===== config.mk =====
export PLATFORM = sky130hd
export DESIGN_NAME = phph_locate
export DESIGN_NICKNAME = d
export VERILOG_FILES = /design/src/rtl/phph_pkg.sv /design/src/rtl/phph_locate.sv
export SDC_FILE = /design/constraint.sdc
export NUM_CORES = 1
export LEC_CHECK = 0
export BUFFER_PORTS_ARGS = -buffer_cell sky130_fd_sc_hd__buf_2
export CORE_ASPECT_RATIO = 2
export CORE_UTILIZATION = 40
export CTS_BUF_LIST = sky130_fd_sc_hd__clkbuf_8
export DETAILED_ROUTE_END_ITERATION = 8
export PLACE_DENSITY = 0.66
export SYNTH_ARGS = -nofsm -noshare
export SYNTH_HDL_FRONTEND = slang
export SYNTH_SLANG_ARGS = --single-unit

===== constraint.sdc =====
create_clock -name clk -period 3.05 [get_ports clk]
set_input_delay 0 -clock clk [delete_from_list [all_inputs] [get_ports clk]]
set_output_delay 0 -clock clk [all_outputs]
set_load 0.03 [all_outputs]

===== src/rtl/phph_pkg.sv =====
package phph_pkg;

    localparam int DEF_BINS_PER_SIDE = 32;
    localparam int DEF_COUNT_WIDTH   = 16;

    // pixel coordinate span after left/right placement: 0..1023
    localparam int COORD_BITS = 10;

    localparam logic FUNC_HIT  = 1'b0;
    localparam logic FUNC_READ = 1'b1;

    localparam logic [1:0] KIND_HIT    = 2'd0;
    localparam logic [1:0] KIND_REJECT = 2'd1;
    localparam logic [1:0] KIND_READ   = 2'd2;

    localparam logic [6:0] LANE_FIRST = 7'd32;
    localparam logic [6:0] LANE_END   = 7'd80;

    // chip id per lane offset (lane - 32); offsets 48..63 are never used
    localparam logic [5:0] LANE_CHIP [64] = '{
        6'd20, 6'd23, 6'd22, 6'd21, 6'd18, 6'd19, 6'd16, 6'd1,
        6'd0,  6'd3,  6'd2,  6'd5,  6'd4,  6'd7,  6'd6,  6'd9,
        6'd8,  6'd11, 6'd10, 6'd13, 6'd12, 6'd15, 6'd14, 6'd17,
        6'd44, 6'd47, 6'd46, 6'd45, 6'd42, 6'd43, 6'd40, 6'd25,
        6'd24, 6'd27, 6'd26, 6'd29, 6'd28, 6'd31, 6'd30, 6'd33,
        6'd32, 6'd35, 6'd34, 6'd37, 6'd36, 6'd39, 6'd38, 6'd41,
        6'd0,  6'd0,  6'd0,  6'd0,  6'd0,  6'd0,  6'd0,  6'd0,
        6'd0,  6'd0,  6'd0,  6'd0,  6'd0,  6'd0,  6'd0,  6'd0
    };

    // layer per chip id; ids 48..63 are never used
    localparam logic [4:0] CHIP_LAYER [64] = '{
        5'd22, 5'd22, 5'd20, 5'd20, 5'd18, 5'd18, 5'd16, 5'd16,
        5'd14, 5'd14, 5'd12, 5'd12, 5'd10, 5'd10, 5'd8,  5'd8,
        5'd6,  5'd6,  5'd4,  5'd4,  5'd0,  5'd0,  5'd2,  5'd2,
        5'd23, 5'd23, 5'd21, 5'd21, 5'd19, 5'd19, 5'd17, 5'd17,
        5'd15, 5'd15, 5'd13, 5'd13, 5'd11, 5'd11, 5'd9,  5'd9,
        5'd7,  5'd7,  5'd5,  5'd5,  5'd1,  5'd1,  5'd3,  5'd3,
        5'd0,  5'd0,  5'd0,  5'd0,  5'd0,  5'd0,  5'd0,  5'd0,
        5'd0,  5'd0,  5'd0,  5'd0,  5'd0,  5'd0,  5'd0,  5'd0
    };

    // control that travels with an item from the locate stages to the bin memory
    typedef struct packed {
        logic       valid;
        logic [1:0] kind;
        logic       left;
        logic       wr;
        logic [9:0] idx;
    } loc_ctl_t;

endpackage


===== src/rtl/phph_locate.sv =====
module phph_locate #(
    parameter int BINS_PER_SIDE = phph_pkg::DEF_BINS_PER_SIDE,
    localparam int NUM_BINS = BINS_PER_SIDE * BINS_PER_SIDE,
    localparam int IW = $clog2(NUM_BINS)
) (
    input  logic              clk,
    input  logic              rst_n,
    input  logic              adv,
    input  logic              take,
    input  logic              func,
    input  logic [6:0]        lane_number,
    input  logic [9:0]        pixel_column,
    input  logic [8:0]        pixel_row,
    input  logic [9:0]        read_bin,
    output phph_pkg::loc_ctl_t ctl,
    output logic [IW-1:0]     addr
);
    import phph_pkg::*;

    localparam int SW = $clog2(BINS_PER_SIDE);
    localparam int PW = COORD_BITS + $clog2(BINS_PER_SIDE + 1);
    localparam int WW = (IW > 10) ? IW : 10;
    localparam logic RD_ALWAYS = (NUM_BINS >= 1024);

    logic [5:0]          lane_off;
    logic [5:0]          chip;
    logic [4:0]          layer;
    logic                lane_ok;
    logic                left;
    logic [9:0]          coord_x;
    logic [9:0]          coord_y;
    logic [PW-1:0]       prod_x;
    logic [PW-1:0]       prod_y;
    logic [1:0]          kind_next;

    logic                s2_valid_reg;
    logic [1:0]          s2_kind_reg;
    logic                s2_left_reg;
    logic [SW-1:0]       s2_sx_reg;
    logic [SW-1:0]       s2_sy_reg;
    logic [9:0]          s2_rbin_reg;

    logic [IW-1:0]       hit_index;
    logic [WW-1:0]       hit_wide;
    logic                rd_in_range;
    loc_ctl_t            s3_ctl_next;
    logic [IW-1:0]       s3_addr_next;
    loc_ctl_t            s3_ctl_reg;
    logic [IW-1:0]       s3_addr_reg;

    // lane -> chip -> layer, then place the hit on the left or mirrored right
    always_comb
    begin
        lane_ok  = (lane_number >= LANE_FIRST) && (lane_number < LANE_END);
        lane_off = 6'(lane_number - LANE_FIRST);
        chip     = LANE_CHIP[lane_off];
        layer    = CHIP_LAYER[chip];
        left     = chip[0] ^ layer[0];
        if (left)
        begin
            coord_x = pixel_column;
            coord_y = {1'b1, pixel_row};
        end
        else
        begin
            coord_x = ~pixel_column;
            coord_y = {1'b0, ~pixel_row};
        end
        prod_x = PW'(coord_x) * PW'(BINS_PER_SIDE);
        prod_y = PW'(coord_y) * PW'(BINS_PER_SIDE);
        if (func == FUNC_READ)
            kind_next = KIND_READ;
        else if (lane_ok)
            kind_next = KIND_HIT;
        else
            kind_next = KIND_REJECT;
    end

    always_ff @(posedge clk or negedge rst_n)
    begin
        if (!rst_n)
            s2_valid_reg <= 1'b0;
        else if (adv)
            s2_valid_reg <= take;
    end

    always_ff @(posedge clk)
    begin
        if (adv)
        begin
            s2_kind_reg <= kind_next;
            s2_left_reg <= left;
            s2_sx_reg   <= SW'(prod_x >> COORD_BITS);
            s2_sy_reg   <= SW'(prod_y >> COORD_BITS);
            s2_rbin_reg <= read_bin;
        end
    end

    // row-major bin address
    always_comb
    begin
        hit_index   = IW'(s2_sy_reg) * IW'(BINS_PER_SIDE) + IW'(s2_sx_reg);
        hit_wide    = WW'(hit_index);
        rd_in_range = RD_ALWAYS || ({1'b0, s2_rbin_reg} < 11'(NUM_BINS));
        s3_ctl_next.valid = s2_valid_reg;
        s3_ctl_next.kind  = s2_kind_reg;
        case (s2_kind_reg)
            KIND_HIT:
            begin
                s3_addr_next     = hit_index;
                s3_ctl_next.idx  = hit_wide[9:0];
                s3_ctl_next.wr   = 1'b1;
                s3_ctl_next.left = s2_left_reg;
            end
            KIND_READ:
            begin
                s3_addr_next     = IW'(s2_rbin_reg);
                s3_ctl_next.idx  = s2_rbin_reg;
                s3_ctl_next.wr   = rd_in_range;
                s3_ctl_next.left = 1'b0;
            end
            default:
            begin
                s3_addr_next     = '0;
                s3_ctl_next.idx  = '0;
                s3_ctl_next.wr   = 1'b0;
                s3_ctl_next.left = 1'b0;
            end
        endcase
    end

    always_ff @(posedge clk or negedge rst_n)
    begin
        if (!rst_n)
        begin
            s3_ctl_reg  <= '0;
            s3_addr_reg <= '0;
        end
        else if (adv)
        begin
            s3_ctl_reg  <= s3_ctl_next;
            s3_addr_reg <= s3_addr_next;
        end
    end

    assign ctl  = s3_ctl_reg;
    assign addr = s3_addr_reg;

endmodule


# Word-level counts from Yosys, hierarchy flattened
# Memories as Yosys holds them, arrays and structs flattened.
# Index checks and enable logic that the tools add are counted.
# op_classes
bitwise	5
n_mux	9
n_lt_le_gt_ge	4
n_reduce_logical	2
eq_ne	1
add_sub_neg	2
# ops
operator	n
12-bit one-hot mux with 2 select lines	1
10-bit 2-to-1 mux	2
10-bit one-hot mux with 2 select lines	1
7-bit greater-or-equal comparator (second input constant)	2
6-bit inverter with 7-bit output	2
6-bit 2-to-1 mux	2
10-bit by 5-bit adder with 10-bit output	1
10-bit inverter	1
9-bit inverter	1
7-bit by 6-bit greater-or-equal comparator with 1-bit output (second input constant)	1
7-bit less-than comparator (second input constant)	1
6-bit subtractor (second input constant)	1
1-bit 2-to-1 mux	3
2-bit equality test (second input constant)	1
2-bit logical NOT	1
1-bit logical AND	1
1-bit bitwise XOR	1
# word_totals
romBits	704
out_inout_bits	25
word_cells	37
input_bits	41
ff_bits	49
mem_count	2
# mem_list
memory	depth	width	rd	rd_ports_with_merged_regs	wr	line	source
(no name shown)	64	6	1	0	0	phph_locate.sv:56	chip = LANE_CHIP[lane_off];
(no name shown)	64	5	1	0	0	phph_locate.sv:57	layer = CHIP_LAYER[chip];

# Logic depth before layout (Yosys ltp)
# Gate-level depths: netlist of run 1.
# logic_depth
ltp_word	11
mapped_depth	4
mapped_depth_nobuf	3

# Least setup slack after synthesis of run 1
# Ideal clock, no wire load.
# synth_path
path_type	flip-flop to flip-flop
startpoint	register s2_kind_reg[1]
endpoint	register s3_ctl_reg, in the netlist ctl[0]
stages_incl_launch_ff	4
period_less_slack_ns	1.022
arrival_time_ns	0.887
slack_ns	2.028
path_buffers	1
t_required_ns	2.915
setup_ns	0.135
path_cell_list	edfxtp_1 -> buf_2 -> mux2i_1 -> o22ai_1
# synth_between
elab_chain_cells	2
word_cells_on_any_way	3
cone_classes	eq/ne: 1; mux: 1; reduce/logical: 1
# synth_lines
element	line	source
from (decl)	phph_locate.sv:37	logic [1:0] s2_kind_reg;
from (signal assigned)	phph_locate.sv:91	s2_kind_reg <= kind_next;
2-bit equality test or 2-bit logical NOT (tied branches)	phph_locate.sv:107	case (s2_kind_reg)
12-bit one-hot mux with 2 select lines *	phph_locate.sv:107	
to (signal assigned)	phph_locate.sv:141	s3_ctl_reg <= s3_ctl_next;
to (decl)	phph_locate.sv:48	loc_ctl_t s3_ctl_reg;
# Mark *: on every way between the ends. The rest lies on a longest branch, timed or not.
# A chain may end at the register's enable or synchronous reset.

# Worst setup path in the final report of run 1
# layout_path
startpoint	register s2_kind_reg[1]
endpoint	register s3_ctl_reg, in the netlist ctl[6]
# Same word-level chain as after synthesis.

==> results.sh, run 1 <==
export IMPL_status="complete, no violations"
export IMPL_drv_slew=0
export IMPL_diodes=0
export IMPL_num_rows=32
export IMPL_drive_gt1_frac=0.388
export IMPL_pwr_density_cell_nw_per_um2=597
export IMPL_max_freq_mhz=780
export IMPL_muxShareOfSynthArea=0.0917
export IMPL_hpwl_um=1860
export IMPL_worstRegToRegCells=2
export IMPL_routed_wl_um=2550
export IMPL_syn_area_per_cell_um2=14.4
export IMPL_crit_path_end="ctl[6]"
export IMPL_die_w_um=46.5
export IMPL_cts_sinks=38
export IMPL_rsz0062_at_grt="no"
export IMPL_drtAntennaViolNets=0
export IMPL_via_per_inst=4.52
export IMPL_synth_edf_count=22
export IMPL_worst_ep_required_time_ns=3.18
export IMPL_nets=210
export IMPL_first_pass_iters=4
export IMPL_min_period_ns=1.28
export IMPL_async_flop_share=0.421
export IMPL_grt_first_pass_wirelength_um=3990
export IMPL_clock_skew_ns=0.00369
export IMPL_rrSetupSlack_ns=1.77
export IMPL_cts_root_buffer="clkbuf_8"
export IMPL_synthSimpleGateAreaFrac=0.0229
export IMPL_relSlewSlack=0.489
export IMPL_post_drt_wl_per_cell_um=11.5
export IMPL_synth_fa_ha_area_frac=0
export IMPL_clkTransAtPathRegs_ns=0.07
export IMPL_core_area_um2=3800
export IMPL_portBuffers=53
export IMPL_r2r_start="s2_kind_reg[1]"
export IMPL_worst_setup_path_start_kind="flip-flop"
export IMPL_synth_ff_type="edfxtp_1"
export IMPL_start_util=0.416
export IMPL_cts_buffer_depth=2
export IMPL_setup_viol=0
export IMPL_tightest_slew_ns=0.767
export IMPL_grt_max_degree=41
export IMPL_grt_total_usage=0.134
export IMPL_min_delay_path_class="in2reg"
export IMPL_crit_start="s2_kind_reg[1]"
export IMPL_regArea_um2=1060
export IMPL_synth_top_family_by_area="buffers and inverters"
export IMPL_multi_input_area_um2=364
export IMPL_setup_tns_final_ns=0
export IMPL_dr_total_vias=998
export IMPL_utilization=0.535
export IMPL_ys_warn_count=0
export IMPL_pre_cts_ws_ns=1.65
export IMPL_ys_seq_elements=38
export IMPL_fillCellCount=340
export IMPL_peakVddDrop_uv=276
export IMPL_antenna_found_initial=0
export IMPL_clk_latency_ns=0.28
export IMPL_final_common_cell="buf_2"
export IMPL_cp_end_kind="flip-flop"
export IMPL_critPathKind="reg2reg"
export IMPL_p_leak_nw=0.925
export IMPL_htreeDepth=2
export IMPL_total_power_mw=1.21
export IMPL_overflow=0
export IMPL_timing_final_crit_share=0.420
export IMPL_gp_congestion=0.686
export IMPL_synth_fp_nets=151
export IMPL_die_area_um2=4230
export IMPL_synth_compound_area_frac=0.0656
export IMPL_layout_common_cells="buf_2, edfxtp_1, dfrtp_1"
export IMPL_postSynthCellCount=110
export IMPL_drtIter0Drc=20
export IMPL_arrival_ns=1.41
export IMPL_synth_xor_area_share=0.0498
export IMPL_worst_slack_ns=1.77
export IMPL_grt_pass1_vias=1001
export IMPL_max_cap_viol_count=0
export IMPL_area_growth_pct=28.5
export IMPL_r2r_end="ctl[6]"
export IMPL_largest_reg_flops=15
export IMPL_cts_tree="done"
export IMPL_ys_seq_area_frac=0.670
export IMPL_die_h_um=91.0
export IMPL_synth_distinct_cells=21
export IMPL_final_hold_violation_count=0
export IMPL_path_max_fanout=12
export IMPL_remaining_drc_errors=0
export IMPL_synth_area_um2=1580
export IMPL_boundaryPins=66
export IMPL_cts_inserted_buffers=5
## cell usage after synthesis (2+ instances only)
cell type	number	area share
edfxtp_1	22	0.42
dfrtp_1	16	0.25
inv_1	13	0.031
buf_4	10	0.047
mux2i_1	10	0.063
o22ai_1	10	0.040
xnor2_1	9	0.050
mux2_2	4	0.028
buf_2	3	0.0095
nand2_1	2	0.0047
## what timing repair did
item / CTS / global route
hold endpoints to repair: 29 / 0
buffers inserted: 0 / 0
gates resized for setup: 0 / 0
hold buffers: 14 / 0
## cell families (layout without fill, tap and decap cells)
| group | count (synthesis) | in the layout |
|---|---|---|
| buffers and inverters | 28 | 88 |
| xor gates and xnor gates | 9 | 9 |
| muxes | 14 | 14 |
| AOI/OAI and AO/OA | 15 | 15 |
| and+or+nand+nor | 6 | 6 |
| DFF | 38 | 38 |
## area by class of cell
cell class                 count  share of cell area
sequential                    38               0.522
timing repair buffer          67               0.199
clock buffer                   6              0.0406
tap                           51              0.0314
inverter                      13              0.0240
clock inverter                 2             0.00369
multi-input combinational     44               0.179
## how the worst min path moves through the flow
stage,start,end,depth (start not counted)
global placement,rst_n,ctl[13],1
CTS,pixel_row[6],s2_sy_reg[1],2
floorplan,rst_n,ctl[0],0
global route,pixel_row[6],s2_sy_reg[1],2
detailed placement,rst_n,ctl[13],1
finish,pixel_row[6],s2_sy_reg[1],2
## routing by layer
metal / share of wire / routed length [um] / track usage / vias to the layer above
li1: - / - / - / 488
met1: 0.34 / 864 / 0.113 / 466
met2: 0.58 / 1490 / 0.237 / 36
met3: 0.047 / 120 / 0.0477 / 8
met4: 0.030 / 76 / 0.0809 / 0
met5: 0 / 0 / 0 / -
## per-stage QoR
step	hold slack, ns	cell area (um^2)	instances
after detailed placement	-0.0727	1800	199
final	0.00869	2030	221
after floorplan	-0.296	1580	110
after CTS	0.00164	2030	221
after global routing	0.00176	2030	221
after global placement	-0.0846	1800	199
## power breakdown
group | total, mW | switching (mW) | internal [mW] | leakage, nW
Clock | 0.334 | 0.156 | 0.177 | 0.0538
Sequential | 0.636 | 0.0286 | 0.608 | 0.418
Combinational | 0.244 | 0.151 | 0.0932 | 0.454
Total | 1.21 | 0.336 | 0.878 | 0.925
## critical path: stages, from the launching register on
cell      delay (ns)
edfxtp_1        0.76
mux2i_1         0.28
o22ai_1         0.09
(Power assumes the default switching activity.)
==> run 2: changes to the inputs <==
Settings changed: PLACE_DENSITY 0.66 to 0.68.
Clock period 3.05 ns to 1.1 ns, I/O delays scaled along.
==> run 2 against run 1 <==
Against the previous run: final cell count grew 2.3%; non-clock buffer count grew 5; count of clock-buffer cells in the layout shrank 1; worst setup slack lost 1.7 ns; critical endpoint is now ctl[2]; largest power group unchanged.
==> results.sh, run 2 (synthesized netlist as in run 1, its figures left out) <==
export IMPL_pwr_share_comb=0.220
export IMPL_intPower_mw=2.40
export IMPL_cts_tree="done"
export IMPL_p_clk_frac=0.253
export IMPL_cts_sinks=38
export IMPL_fin_hold_ws_ns=0.00687
export IMPL_core_area_um2=3800
export IMPL_die_w_um=46.5
export IMPL_critPathSlowestCell="edfxtp_1"
export IMPL_cts_root_buffer="clkbuf_8"
export IMPL_crit_start="s2_kind_reg[1]"
export IMPL_r2r_start="s2_kind_reg[1]"
export IMPL_arrival_ns=1.19
export IMPL_cts_hold_buf=13
export IMPL_worst_slack_ns=0.0610
export IMPL_layout_common_cells="buf_2, edfxtp_1, dfrtp_1"
export IMPL_remaining_drc_errors=0
export IMPL_largest_reg_flops=15
export IMPL_portBuffers=53
export IMPL_start_util=0.416
export IMPL_pre_cts_ws_ns=-0.0105
export IMPL_peakVddDrop_uv=905
export IMPL_area_growth_pct=31.6
export IMPL_pwr_density_cell_nw_per_um2=1600
export IMPL_cp_end_kind="flip-flop"
export IMPL_setup_tns_final_ns=0
export IMPL_post_drt_wl_per_cell_um=11.9
export IMPL_net_switching_power_mw=0.936
export IMPL_p_leak_nw=0.953
export IMPL_cts_inserted_buffers=5
export IMPL_drv_slew=0
export IMPL_clkTransAtPathRegs_ns=0.07
export IMPL_min_period_ns=1.04
export IMPL_worst_ep_required_time_ns=1.25
export IMPL_grt_pass1_vias=981
export IMPL_dpl_cell_count=205
export IMPL_drtIter0Drc=17
export IMPL_power_share_sequential=0.526
export IMPL_status="complete, no violations"
export IMPL_boundaryPins=66
export IMPL_htreeDepth=2
export IMPL_worst_setup_path_start_kind="flip-flop"
export IMPL_die_area_um2=4230
export IMPL_cts_buffer_depth=2
export IMPL_max_cap_viol_count=0
export IMPL_cp_top_family="flip-flops"
export IMPL_dr_total_vias=1026
export IMPL_hpwl_um=2070
export IMPL_gp_congestion=0.696
export IMPL_max_freq_mhz=962
export IMPL_p_sw_frac=0.281
export IMPL_antenna_found_initial=0
export IMPL_clk_latency_ns=0.28
export IMPL_fin_cells=226
export IMPL_timing_final_crit_share=0.945
export IMPL_clock_skew_ns=0.0110
export IMPL_min_delay_path_class="in2reg"
export IMPL_critPathKind="reg2reg"
export IMPL_nets=215
export IMPL_via_per_inst=4.54
export IMPL_final_hold_violation_count=0
export IMPL_grt_total_usage=0.143
export IMPL_final_common_cell="buf_2"
export IMPL_drive_gt1_frac=0.406
export IMPL_post_cts_buffers=0
export IMPL_first_pass_iters=4
export IMPL_diodes=0
export IMPL_relSlewSlack=0.741
export IMPL_drtAntennaViolNets=0
export IMPL_total_power_mw=3.33
export IMPL_num_rows=32
export IMPL_routed_wl_um=2680
export IMPL_crit_buf_inv=1
export IMPL_tightest_slew_ns=0.388
export IMPL_rsz0062_at_grt="no"
export IMPL_crit_path_cell_trace="buf_12 -> mux2i_1 -> o22ai_1"
export IMPL_die_h_um=91.0
export IMPL_grt_first_pass_wirelength_um=4250
export IMPL_max_stage_delay_ns=0.41
export IMPL_setup_viol=0
export IMPL_path_max_fanout=12
export IMPL_grt_max_degree=21
export IMPL_overflow=0
export IMPL_hold_start="pixel_column[9]"
export IMPL_cts_resized=0
-- run 2: final timing paths --
path                       slack [ns]  cells after the start            to
max                              0.06                      3        ctl[2]
min                             0.007                      2  s2_sx_reg[4]
max reg2reg                      0.06                      3        ctl[2]
min reg2reg                      0.50                      1       ctl[11]
max in group asynchronous        0.68                      2        ctl[4]
min in group asynchronous        0.15                      2        ctl[6]
-- run 2: per-stage QoR --
step / area [um^2] / util
CTS: 2080 / 0.548
finish: 2080 / 0.548
floorplan: 1580 / -
detailed placement: 1870 / 0.492
global placement: 1870 / 0.492
global route: 2080 / 0.548
-- run 2: layout make-up --
type	count	area, um^2
Fill cell	333	1720
Clock buffer	5	68.8
Sequential cell	38	1060
Clock inverter	3	11.3
Tap cell	51	63.8
Inverter	13	48.8
Timing Repair Buffer	72	465
Multi-Input combinational cell	44	364
-- run 2: power by group through the flow --
stage	registers [mW]	clock network, mW	logic (mW)
2_1_floorplan	1.91	0	0.371
3_3_place_gp	1.77	0	0.685
3_5_place_dp	1.79	0	0.706
4_1_cts	1.76	0.869	0.742
5_1_grt	1.77	0.922	0.790
6_report	1.75	0.844	0.734
-- run 2: metal layers --
metal | wire (um) | global-route usage | up-vias | part of all wire
met4 | 76 | 0.0858 | 0 | 0.028
li1 | - | - | 499 | -
met5 | 0 | 0 | - | 0
met2 | 1500 | 0.231 | 35 | 0.56
met3 | 126 | 0.0457 | 7 | 0.047
met1 | 980 | 0.150 | 485 | 0.37
==> run 3: changes to the inputs <==
Settings changed: MAX_ROUTING_LAYER from default to met4.
==> run 3 against run 2 <==
Against the previous run: sequential cell count unchanged; clock skew about the same; total power down 0.15%; sequential power about the same; design area unchanged; global-route usage up 0.25 points; die area unchanged; final cell count unchanged; count of clock-buffer cells in the layout unchanged; worst setup slack better by 0.0026 ns; sequential share of layout area unchanged; critical endpoint unchanged.
==> results.sh, run 3 (synthesized netlist as in run 1, its figures left out) <==
export IMPL_overflow=0
export IMPL_area_growth_pct=31.6
export IMPL_tightest_slew_ns=0.390
export IMPL_cts_root_buffer="clkbuf_8"
export IMPL_via_per_inst=4.54
export IMPL_drv_slew=0
export IMPL_htreeDepth=2
export IMPL_worst_setup_path_start_kind="flip-flop"
export IMPL_antenna_found_initial=0
export IMPL_drtAntennaViolNets=0
export IMPL_cp_end_kind="flip-flop"
export IMPL_grt_total_usage=0.145
export IMPL_final_area_um2=2080
export IMPL_cp_top_family="flip-flops"
export IMPL_dr_total_vias=1026
export IMPL_final_hold_violation_count=0
export IMPL_final_common_cell="buf_2"
export IMPL_gp_congestion=0.703
export IMPL_arrival_ns=1.19
export IMPL_pwr_density_cell_nw_per_um2=1600
export IMPL_cts_tree="done"
export IMPL_die_w_um=46.5
export IMPL_cts_sinks=38
export IMPL_start_util=0.416
export IMPL_setup_viol=0
export IMPL_p_clk_frac=0.252
export IMPL_cts_inserted_buffers=5
export IMPL_routed_wl_um=2670
export IMPL_layout_common_cells="buf_2, edfxtp_1, dfrtp_1"
export IMPL_rsz0062_at_grt="no"
export IMPL_min_period_ns=1.04
export IMPL_first_pass_iters=4
export IMPL_total_power_mw=3.33
export IMPL_die_h_um=91.0
export IMPL_grt_first_pass_wirelength_um=4220
export IMPL_nets=215
export IMPL_place_area_um2=1870
export IMPL_dpl_cell_count=205
export IMPL_max_stage_delay_ns=0.41
export IMPL_worst_ep_required_time_ns=1.25
export IMPL_path_max_fanout=12
export IMPL_remaining_drc_errors=0
export IMPL_crit_path_cell_trace="buf_12 -> mux2i_1 -> o22ai_1"
export IMPL_clkTransAtPathRegs_ns=0.07
export IMPL_cts_buffer_depth=2
export IMPL_cts_resized=0
export IMPL_min_delay_path_class="in2reg"
export IMPL_clock_skew_ns=0.0110
export IMPL_status="complete, no violations"
export IMPL_power_share_sequential=0.527
export IMPL_diodes=0
export IMPL_peakVddDrop_uv=905
export IMPL_fin_cells=226
export IMPL_grt_max_degree=21
export IMPL_drtIter0Drc=24
export IMPL_crit_buf_inv=1
export IMPL_grt_pass1_vias=981
export IMPL_pwr_share_comb=0.221
export IMPL_die_area_um2=4230
export IMPL_net_switching_power_mw=0.931
export IMPL_core_area_um2=3800
export IMPL_intPower_mw=2.40
export IMPL_clk_latency_ns=0.28
export IMPL_max_freq_mhz=965
export IMPL_p_leak_nw=0.953
export IMPL_p_sw_frac=0.280
export IMPL_timing_final_crit_share=0.942
export IMPL_largest_reg_flops=15
export IMPL_boundaryPins=66
export IMPL_critPathSlowestCell="edfxtp_1"
export IMPL_post_drt_wl_per_cell_um=11.8
export IMPL_portBuffers=53
export IMPL_critPathKind="reg2reg"
export IMPL_max_cap_viol_count=0
export IMPL_drive_gt1_frac=0.406
export IMPL_num_rows=32
export IMPL_hpwl_um=2070
export IMPL_relSlewSlack=0.740
-- run 3: through the flow --
step	hold slack, ns	setup TNS [ns]	utilization	setup slack [ns]
after floorplan	-0.296	0	-	0.0785
after global placement	-0.0835	0	0.492	0.0166
after detailed placement	-0.0757	-0.0318	0.492	-0.0105
after CTS	0.00115	0	0.548	0.104
after global routing	0.000140	0	0.548	0.0353
final	0.00723	0	0.548	0.0636
-- run 3: layer usage --
metal | wire (um) | part of all wire | track usage | vias to the layer above
li1 | - | - | - | 499
met1 | 963 | 0.36 | 0.146 | 485
met2 | 1500 | 0.56 | 0.231 | 35
met3 | 126 | 0.047 | 0.0457 | 7
met4 | 76 | 0.028 | 0.0858 | 0
met5 | 0 | 0 | - | -
-- run 3: worst reg2reg max path: stages, from the launching register on --
cell and delay (ns):
edfxtp_1 0.41, buf_12 0.17, mux2i_1 0.23, o22ai_1 0.10
-- run 3: path summary, 6_finish.rpt --
check | from | to | slack [ns] | cells after the start
min | pixel_column[9] | s2_sx_reg[4] | 0.007 | 2
min reg2reg | s2_kind_reg[0] | ctl[11] | 0.50 | 1
max | s2_kind_reg[1] | ctl[2] | 0.06 | 3
min in group asynchronous | rst_n | ctl[6] | 0.15 | 2
max reg2reg | s2_kind_reg[1] | ctl[2] | 0.06 | 3
max in group asynchronous | rst_n | ctl[4] | 0.68 | 2
-- run 3: timing repair --
item / 4_1_cts / 5_1_grt
setup endpoints to repair: 0 / 0
hold buffers: 13 / 0
hold endpoints to repair: 28 / 0
buffers inserted: 0 / 0
-- run 3: cell type report --
| type | instances | area, um^2 |
|---|---|---|
| fill | 333 | 1720 |
| sequential | 38 | 1060 |
| timing repair buffer | 72 | 465 |
| multi-input combinational | 44 | 364 |
| clock buffer | 5 | 68.8 |
| tap | 51 | 63.8 |
| inverter | 13 | 48.8 |
| clock inverter | 3 | 11.3 |
-- run 3: power by group through the flow --
stage,Combinational [mW],Sequential [mW],Clock (mW)
3_5_place_dp,0.706,1.79,0
6_report,0.734,1.75,0.839
4_1_cts,0.742,1.76,0.869
5_1_grt,0.789,1.77,0.918
2_1_floorplan,0.371,1.91,0
3_3_place_gp,0.685,1.77,0
